### config.mk
export PLATFORM = sky130hd
export DESIGN_NAME = qcr_ctrl
export DESIGN_NICKNAME = d
export VERILOG_FILES = /design/src/qcr_pkg.sv /design/src/qcr_ctrl.sv
export SDC_FILE = /design/constraint.sdc
export NUM_CORES = 1
export LEC_CHECK = 0
export BUFFER_PORTS_ARGS = -buffer_cell sky130_fd_sc_hd__buf_2
export CORE_AREA = 2 2 39 41
export DETAILED_ROUTE_END_ITERATION = 8
export DIE_AREA = 0 0 41 43
export PLACE_DENSITY = 0.35
export SETUP_SLACK_MARGIN = 0.02
export SYNTH_ARGS = -nofsm -noshare
export SYNTH_HDL_FRONTEND = slang
export SYNTH_SLANG_ARGS = --single-unit
### constraint.sdc
create_clock -name clk -period 0.8 [get_ports clk]
set_input_delay 0.04 -clock clk [delete_from_list [all_inputs] [get_ports clk]]
set_output_delay 0.04 -clock clk [all_outputs]
set_load 0.02 [all_outputs]
### src/qcr_pkg.sv
package qcr_pkg;

	localparam int DEF_SAMPLE_WIDTH    = 16;
	localparam int DEF_PHASE_WIDTH     = 32;
	localparam int DEF_SINE_TABLE_BITS = 10;
	localparam int FREQ_WIDTH          = 32;
	localparam int GAIN_WIDTH          = 32;
	localparam int CFG_INDEX_WIDTH     = 2;
	localparam int SINE_AMP            = 32767;

	localparam logic [CFG_INDEX_WIDTH-1:0] REG_PROP_GAIN  = 2'd0;
	localparam logic [CFG_INDEX_WIDTH-1:0] REG_INTEG_GAIN = 2'd1;
	localparam logic [CFG_INDEX_WIDTH-1:0] REG_FREQ_MAX   = 2'd2;
	localparam logic [CFG_INDEX_WIDTH-1:0] REG_FREQ_MIN   = 2'd3;

	localparam logic [31:0] RST_PROP_GAIN  = 32'd111621000;
	localparam logic [31:0] RST_INTEG_GAIN = 32'd4294000;
	localparam logic [31:0] RST_FREQ_MAX   = 32'sd683565276;
	localparam logic [31:0] RST_FREQ_MIN   = -32'sd683565276;

	typedef struct packed {
		logic load;
		logic rotate;
		logic detect;
		logic update;
	} qcr_cmd_t;

	// Q30 Taylor series of sin, evaluated at elaboration for constant tables
	function automatic longint unsigned quarter_sine(input longint unsigned r, input int tbits);
		longint unsigned x;
		longint unsigned x2;
		longint unsigned t;
		longint unsigned s;
		longint unsigned a;
		x = (r * 64'd6746518852) >> tbits;
		x2 = (x * x) >> 30;
		t = 64'd1 << 30;
		t = (64'd1 << 30) - ((x2 * t) >> 30) / 64'd210;
		t = (64'd1 << 30) - ((x2 * t) >> 30) / 64'd156;
		t = (64'd1 << 30) - ((x2 * t) >> 30) / 64'd110;
		t = (64'd1 << 30) - ((x2 * t) >> 30) / 64'd72;
		t = (64'd1 << 30) - ((x2 * t) >> 30) / 64'd42;
		t = (64'd1 << 30) - ((x2 * t) >> 30) / 64'd20;
		t = (64'd1 << 30) - ((x2 * t) >> 30) / 64'd6;
		s = (x * t) >> 30;
		a = (s * 64'd32767 + (64'd1 << 29)) >> 30;
		if (a > 64'd32767) begin
			a = 64'd32767;
		end
		return a;
	endfunction

endpackage

### src/qcr_ctrl.sv
module qcr_ctrl
	import qcr_pkg::*;
(
	input  logic     clk,
	input  logic     arst_n,
	input  logic     in_valid,
	output logic     in_ready,
	output logic     out_valid,
	input  logic     out_ready,
	output qcr_cmd_t cmd
);

	localparam logic [2:0] ST_IDLE   = 3'd0;
	localparam logic [2:0] ST_ROTATE = 3'd1;
	localparam logic [2:0] ST_DETECT = 3'd2;
	localparam logic [2:0] ST_HOLD   = 3'd4;

	logic [2:0] state_q;
	logic [2:0] state_d;
	logic       out_valid_q;
	logic       out_free;

	assign out_free  = !out_valid_q || out_ready;
	assign in_ready  = (state_q == ST_IDLE);
	assign out_valid = out_valid_q;

	always_comb begin
		cmd = '0;
		state_d = state_q;
		unique case (state_q)
			ST_IDLE: begin
				if (in_valid) begin
					cmd.load = 1'b1;
					state_d = ST_ROTATE;
				end
			end
			ST_ROTATE: begin
				cmd.rotate = 1'b1;
				state_d = ST_DETECT;
			end
			ST_DETECT: begin
				cmd.detect = 1'b1;
				state_d = ST_HOLD;
			end
			ST_HOLD: begin
				if (out_free) begin
					cmd.update = 1'b1;
					state_d = ST_IDLE;
				end
			end
			default: begin
				state_d = ST_IDLE;
			end
		endcase
	end

	always_ff @(posedge clk or negedge arst_n) begin
		if (!arst_n) begin
			state_q <= ST_IDLE;
			out_valid_q <= 1'b0;
		end else begin
			state_q <= state_d;
			if (cmd.update) begin
				out_valid_q <= 1'b1;
			end else if (out_ready) begin
				out_valid_q <= 1'b0;
			end
		end
	end

endmodule

==> results of run 1 <==
## state kept, by name, summed over array words and instances (netlist names)
register and flops:
state_q 3, out_valid 1
## kinds of logic after synthesis
kind of cell	count (synthesis)
buffers and inverters	3
and+or+nand+nor	9
DFF	4
AOI/OAI and AO/OA	3
## worst max-delay path, cell delays in order (launching register included)
cell and delay, ps:
dfrtp_1 380, or3b_4 400, a21oi_4 120, buf_6 130
## timing repair
| action | in CTS | in global routing |
|---|---|---|
| cloned | 0 | 0 |
| pin swaps | 4 | 5 |
| gates resized for setup | 18 | 4 |
| buffers inserted | 2 | 2 |
| endpoints found under the setup margin | 10 | 10 |
| hold buffers | 1 | 0 |
| hold endpoints to repair | 4 | 0 |
## worst min path at each step
stage / cells after the start / end / from
2_1_floorplan: 0 / out_valid / arst_n
3_3_place_gp: 1 / state_q[1] / arst_n
3_5_place_dp: 1 / state_q[1] / arst_n
4_1_cts: 2 / out_valid / out_ready
5_1_grt: 2 / out_valid / out_ready
6_report: 2 / out_valid / out_ready
## synthesized netlist by cell type
| library cell | number |
|---|---|
| dfrtp_1 | 4 |
| and2_1 | 2 |
| inv_1 | 2 |
| nor3b_1 | 2 |
| a21oi_1 | 1 |
| a21oi_2 | 1 |
| buf_4 | 1 |
| nand2b_1 | 1 |
| nand4bb_1 | 1 |
| nor2_1 | 1 |
| nor3_1 | 1 |
| o21ai_0 | 1 |
| or3b_1 | 1 |
## power breakdown
part           internal, mW  switching (mW)  total (mW)
clock network         0.187          0.0794       0.266
registers             0.287          0.0623       0.349
logic                 0.775           0.597        1.37
## final cells by class
cell class	instances	area, sq um	area share, %
Tap cell	16	20.0	4.41
Inverter	2	7.51	1.65
Timing Repair Buffer	17	161	35.5
Multi-Input combinational cell	12	138	30.3
Sequential cell	4	101	22.3
Clock buffer	4	26.3	5.79
## stage by stage
stage	util [%]	setup TNS, ps
final	32.8	-2840
after floorplan	-	-1140
after global placement	21.6	-1400
after global routing	32.8	-3260
after CTS	30.1	-2730
after detailed placement	21.6	-1410
## per-layer routing
| metal | GRT usage, % | up-vias |
|---|---|---|
| li1 | - | 102 |
| met1 | 8.12 | 94 |
| met2 | 10.0 | 11 |
| met3 | 6.28 | 0 |
| met4 | 6.00 | 0 |
| met5 | 0 | - |
==> results.md, run 1 <==
STA:
- The worst-case headroom to the max-slew limit is 89.2%.
- Across all setup checks in the final design, the least slack found is -500 ps.
- Setup violations remaining at the end of the flow were counted as 9.
- Static timing analysis puts the maximum clock frequency at 0.769 GHz.
- The worst hold slack after final layout is 4.89 ps.
- Dividing the final minimum period by the clock period gives 162%.
- At the pin with the least slew margin, the transition time is 162 ps.
- The count of final max-slew check failures is 0.
- The count of endpoints failing hold in the final timing report was 0.
- The time the final worst path needs with I/O delays and setup is 1300 ps.
- Setup repair after global routing could not meet its margin everywhere.
- Clock skew on the completed layout was measured at 10.1 ps.

Placement:
- The post-placement cell area is 299 sq um.
- The post-place setup slack is -282 ps.
- The final weighted congestion in routability-driven placement is around 0.63.
- The count of port buffers added during placement is 9.
- The number of cells after detailed placement is 46.
- The half-perimeter wire length of the detailed placement result is around 360 um.

Synth:
- The post-synthesis sequential area ratio is between 50% and 60%.
- Yosys printed 0 warnings.
- Of the post-synthesis cell area, the part taken by muxes is 0%.
- Yosys attributes the largest share of cell area to dfrtp_1, nor3b_1, and2_1.
- After Yosys synthesis, and, or, nand and nor cells account for 31.8% of the synthesized area.
- The synthesized netlist occupies a cell area of 196 sq um.
- The synthesized netlist devotes 0% of its cell area to XOR and XNOR gates.
- The average cell area after synthesis is 10.3 sq um.
- In the synthesized netlist, the number of instances is 19.
- The total of flip-flops plus latches after synthesis is 4.
- The adder-cell share of the synthesized area is 0%.
- The post-synthesis cell type with the largest combined area is dfrtp_1.
- The synthesized-area fraction occupied by ao, oa, aoi and oai cells is 9.55%.
- The main combinational cell family by area after synthesis is simple AND/OR/NAND/NOR gates.
- The top cell type by area accounts for 51.0% of the synthesized area.
- The distinct cell type count after synthesis is 13.
- The number of nets in the synthesized netlist is 23.

Finish:
- After routing the design area is 454 sq um.
- In the layout the commonest cells are buf_6, buf_4, clkbuf_4, buf_2, dfrtp_1.
- The antenna diode count is 0.
- After the last flow step, the layout net total stands at 44.
- The fraction of final layout cells sized beyond drive strength 1 is 76.9%.
- The leading cell type in the layout, fill and taps excluded is buf_6.
- The final instance count without filler cells is 55.
- After filler insertion, the fill cell instance count of the layout stands at 151.
- From synthesis to final layout, the design area changed by 131%.

CTS:
- The later pin in the worst-skew pair is clocked with a latency of between 200 and 250 ps.
- After clock tree synthesis, the clock-pin slew on the worst setup and hold paths is 40 ps.
- Buffers inserted during clock tree synthesis total 3.
- The number of H-tree levels is 1.
- The tree is rooted in a clkbuf_4.
- The TritonCTS clock tree is built.
- Counting every sink on the clock net gives 4.
- The maximum clock insertion buffer count is 2.

Detailed routing:
- The detail route stage leaves a number of antenna-violating nets equal to 0.
- The uppermost layer routed is met3.
- After detailed routing, the met2 layer carries 262 um of wire.
- The average detailed-routed wire length per instance is around 9.3 um.
- The met1 routed wirelength after detailed routing is 201 um.
- The final route contains 207 vias.
- For this run, the detailed router's first-pass iteration total came to 1.
- The routed length on met3 is ~45 um.
- For this run, design rule violations remaining after detail routing come to 0.
- The first routing iteration left 0 violations.
- Dividing the detail-routed via count by the number of cells gives 3.76.
- The overall routed net length is slightly above 500 um.

Global routing:
- The initial antenna violation count is 0.
- The total overflow left after global routing is 0.
- The total global routing track utilization is 7.85%.
- Entering global routing, the biggest net connects 6 pins.
- The first global-routing pass estimated 821 um of wire.
- The via count of the first global-routing pass is 205.

Worst setup path:
- The largest fanout of any net on the critical path is 2.
- The critical path ends at cmd[0].
- The origin of the critical flop-to-flop path is state_q[1].
- Data arrives at the worst endpoint at 1260 ps.
- At the worst endpoint, the required time is approximately 760 ps.
- The register-to-register setup slack is -240 ps.
- The path type of the worst setup path is flip-flop to primary output.
- In this run the worst setup path begins at state_q[1].
- STA classifies the critical path startpoint as a flip-flop.
- The worst register-to-register path ends at out_valid.
- STA classifies the critical path endpoint as a primary output.
- The depth of the most critical reg-to-reg path is 3.

Die:
- The starting density of the core is 14.2%.
- Pin placement for this block handled 10 I/O pins.
- The core box area is 0.00138 sq mm.
- From bottom edge to top edge, the die measures around 43 um.
- The number of standard-cell rows in the floorplan is 14.
- The floorplan step defined a die boundary enclosing 0.00176 sq mm.
- From left edge to right edge, the die measures 41 um.

Power and ir drop:
- The worst ir drop on vdd is 1.90 mV.
- For this design the static power due to leakage is 0.208 nW.
- The total power is a little under 2 mW.
- The power per cell area is 4380 mW/mm^2.

Run status:
- The checks that failed: setup timing.
- The run finished, with violations left.

Job:
- Across the run, the number of max-cap violations was 0.

Min path:
- The worst hold-check path type is input pin to flip-flop.
Note: power is estimated with default switching activity, not from simulation.
==> run 2: changes to the inputs <==
- PLACE_DENSITY: 0.35 -> default
==> run 2 against run 1 <==
  * The flow still finishes with violations (setup timing)
  * Final cell count is the same
  * Critical path depth is the same
  * Die area is the same
  * Sequential cell count is the same
  * Via count is the same
  * Setup slack lost 3.9 ps
  * Sequential share of layout area grew 0.63 points
  * Sequential power grew 1%
  * Maximum frequency shrank 0.30%
  * Total power shrank 4.2%
  * Global-route usage shrank 0.97 points
==> results.md, run 2 (synthesis results as in run 1) <==
Die:
- The y dimension of the die came to 43 um (unchanged).
- The core box area is 0.00138 sq mm (unchanged).
- The die area came to 0.00176 sq mm (unchanged).
- The horizontal extent of the die is 41 um (unchanged).
- The starting density of the core came to 14.2% (unchanged).
- The I/O pin count is 10 (unchanged).
- The number of standard-cell rows in the floorplan came to 14 (unchanged).

Finish:
- The final instance count without filler cells came to 55 (unchanged).
- The multi-input gate area in the final layout is 134 sq um (-2.7%).
- The antenna diode count is 0 (unchanged).
- The final-stage net count is 44 (unchanged).
- Leaving out fill and tap cells, the most frequent cell in the layout is buf_6.
- The area overhead of the layout relative to synthesis is 125%.
- The share of the core filled with cells in the final layout is 31.9% (-0.90 points).
- Ranked by flip-flop count, first place goes to state_q.
- The area used by sequential logic in the layout was 101 sq um (unchanged).
- The post-layout instance area was 442 sq um (-2.8%).
- The fraction of final layout cells sized beyond drive strength 1 is 74.4% (-2.6 points).
- The number of filler cells placed in the layout is 147 (-2.6%).
- In the layout the commonest cells are buf_6, buf_4, clkbuf_4, buf_2, dfrtp_1.
- The flip-flop count of the largest register after layout came to 3 (unchanged).

Placement:
- The post-placement cell area came to 307 sq um (+2.5%).
- The post-place setup slack is -285 ps (-2.99 ps).
- The number of cells after detailed placement is 47 (+2.2%).
- The final weighted congestion in routability-driven placement is 0.675 (+6.7%).
- The count of port buffers added during placement was 9 (unchanged).

STA:
- The worst-case headroom to the max-slew limit is 88.6% (-0.57 points).
- The transition at the pin with the smallest max-transition slack is 170 ps (+8.49 ps).
- The worst hold slack after final layout came to 30.5 ps (+25.7 ps).
- The total negative slack for setup checks is -2690 ps (+144 ps).
- Setup repair after global routing could not meet its margin everywhere.
- The least setup slack across all paths after layout came to -504 ps (-3.93 ps).
- The time the final worst path needs with I/O delays and setup is 1300 ps (+3.94 ps).
- The worst clock skew is 4.28 ps (-5.78 ps).
- The achievable frequency was 0.767 GHz (-0.30%).
- The final setup violation count is 10 (+1).
- The count of final max-slew check failures came to 0 (unchanged).
- The final cycle utilization of the critical path is 163% (+0.49 points).
- The count of endpoints failing hold in the final timing report was 0 (unchanged).

Global routing:
- The initial antenna violation count is 0 (unchanged).
- The maximum number of pins on one net before global-route repair is 6 (unchanged).
- The first-pass GRT wire length is 724 um (-12%).
- The total global routing track utilization is 6.88% (-0.97 points).
- The remaining global-route overflow came to 0 (unchanged).
- The via count of the first global-routing pass is 207 (+0.98%).

CTS:
- The clock transition at the registers of the reported paths is 40 ps (about the same).
- The insertion delay of the later-clocked pin in the worst-skew pair came to 240 ps (about the same).
- The number of H-tree levels came to 1 (unchanged).
- The root buffer cell chosen for the clock tree is clkbuf_4.
- The maximum clock insertion buffer count is 2 (unchanged).
- The number of sinks on the clock net is 4 (unchanged).
- The total clock buffers created by CTS is 3 (unchanged).
- The TritonCTS clock tree is built.

Run status:
- The final reports fail on setup timing.
- The run finished, with violations left.

Power and ir drop:
- The leakage dissipation is 0.205 nW (-1.6%).
- The worst ir drop on vdd was 2.08 mV (+9.7%).
- The power per cell area is 4310 mW/mm^2 (-1.5%).
- The total power was 1.90 mW (-4.2%).

Detailed routing:
- The number of vias after detailed routing is 207 (unchanged).
- The residual DRC count is 0 (unchanged).
- The average detailed-routed wire length per instance was 8.31 um (-10%).
- The residual antenna-violating net count after detailed routing is 0 (unchanged).
- The number of vias per cell after detailed routing is 3.76 (unchanged).
- The overall routed net length is 457 um (-10%).
- The starting DRC count in detailed routing is 0 (unchanged).
- The detailed-routing iteration count for the pre-antenna-repair pass is 1 (unchanged).

Worst setup path:
- The delay contributed by the slowest stage of the critical path is 410 ps (about the same).
- The slowest stage of the critical path belongs to the cell or3b_4.
- Walking the worst path, the cells encountered are or3b_4, a21oi_4, buf_6.
- The critical path required time is 760 ps (about the same).
- The arrival time reported for the critical path endpoint is 1260 ps (about the same).
- STA classifies the critical path endpoint as a primary output.
- The kind of start point of the critical path is a flip-flop.
- The worst setup path is of the flip-flop to primary output kind.
- The largest fanout of any net on the critical path is 2 (unchanged).

Job:
- The number of maximum-capacitance violations was 0 (unchanged).

Min path:
- The worst hold-check path type is input pin to flip-flop.
## run 2: layout make-up
| type | count | area share, % |
|---|---|---|
| Sequential cell | 4 | 22.9 |
| Timing Repair Buffer | 17 | 34.6 |
| Tap cell | 16 | 4.53 |
| Clock buffer | 4 | 5.95 |
| Inverter | 2 | 1.70 |
| Multi-Input combinational cell | 12 | 30.3 |
## run 2: path summary, 6_finish.rpt
kind,from,endpoint,slack (ps),depth (start not counted)
worst max-delay path,state_q[0],cmd[0],-500,3
max in group asynchronous,arst_n,out_valid,550,2
min in group asynchronous,arst_n,state_q[0],130,2
worst min-delay path,out_ready,out_valid,30,2
worst min register to register,state_q[1],state_q[1],570,2
worst max register to register,state_q[1],state_q[2],-240,4
## run 2: report_power, final
group | total, mW | internal [mW] | switching [mW] | leakage, nW
Sequential | 0.354 | 0.287 | 0.0666 | 0.0514
Combinational | 1.27 | 0.707 | 0.567 | 0.139
Clock | 0.276 | 0.188 | 0.0887 | 0.0150
Total | 1.90 | 1.18 | 0.722 | 0.205
## run 2: what timing repair did
item                                    CTS  global route
resized for setup                        16             5
pin swaps                                 6             3
setup buffers                             2             1
hold endpoints to repair                  4             0
endpoints found under the setup margin   10            10
cloned                                    0             0
hold buffers                              1             0
## run 2: layer usage
| layer | part of all wire, % | vias to the layer above | GRT usage (%) |
|---|---|---|---|
| met1 | 35 | 95 | 6.27 |
| met5 | 0 | - | 0 |
| met3 | 6.3 | 2 | 1.57 |
| met4 | 3.1 | 0 | 10.0 |
| met2 | 55 | 8 | 9.69 |
| li1 | - | 102 | - |
## run 2: critical path, delay by kind of cell (launching register included)
family / cells / cell delay, ps
compound gates: 1 / 120
buf+inv: 1 / 130
flops: 1 / 370
simple gates: 1 / 410
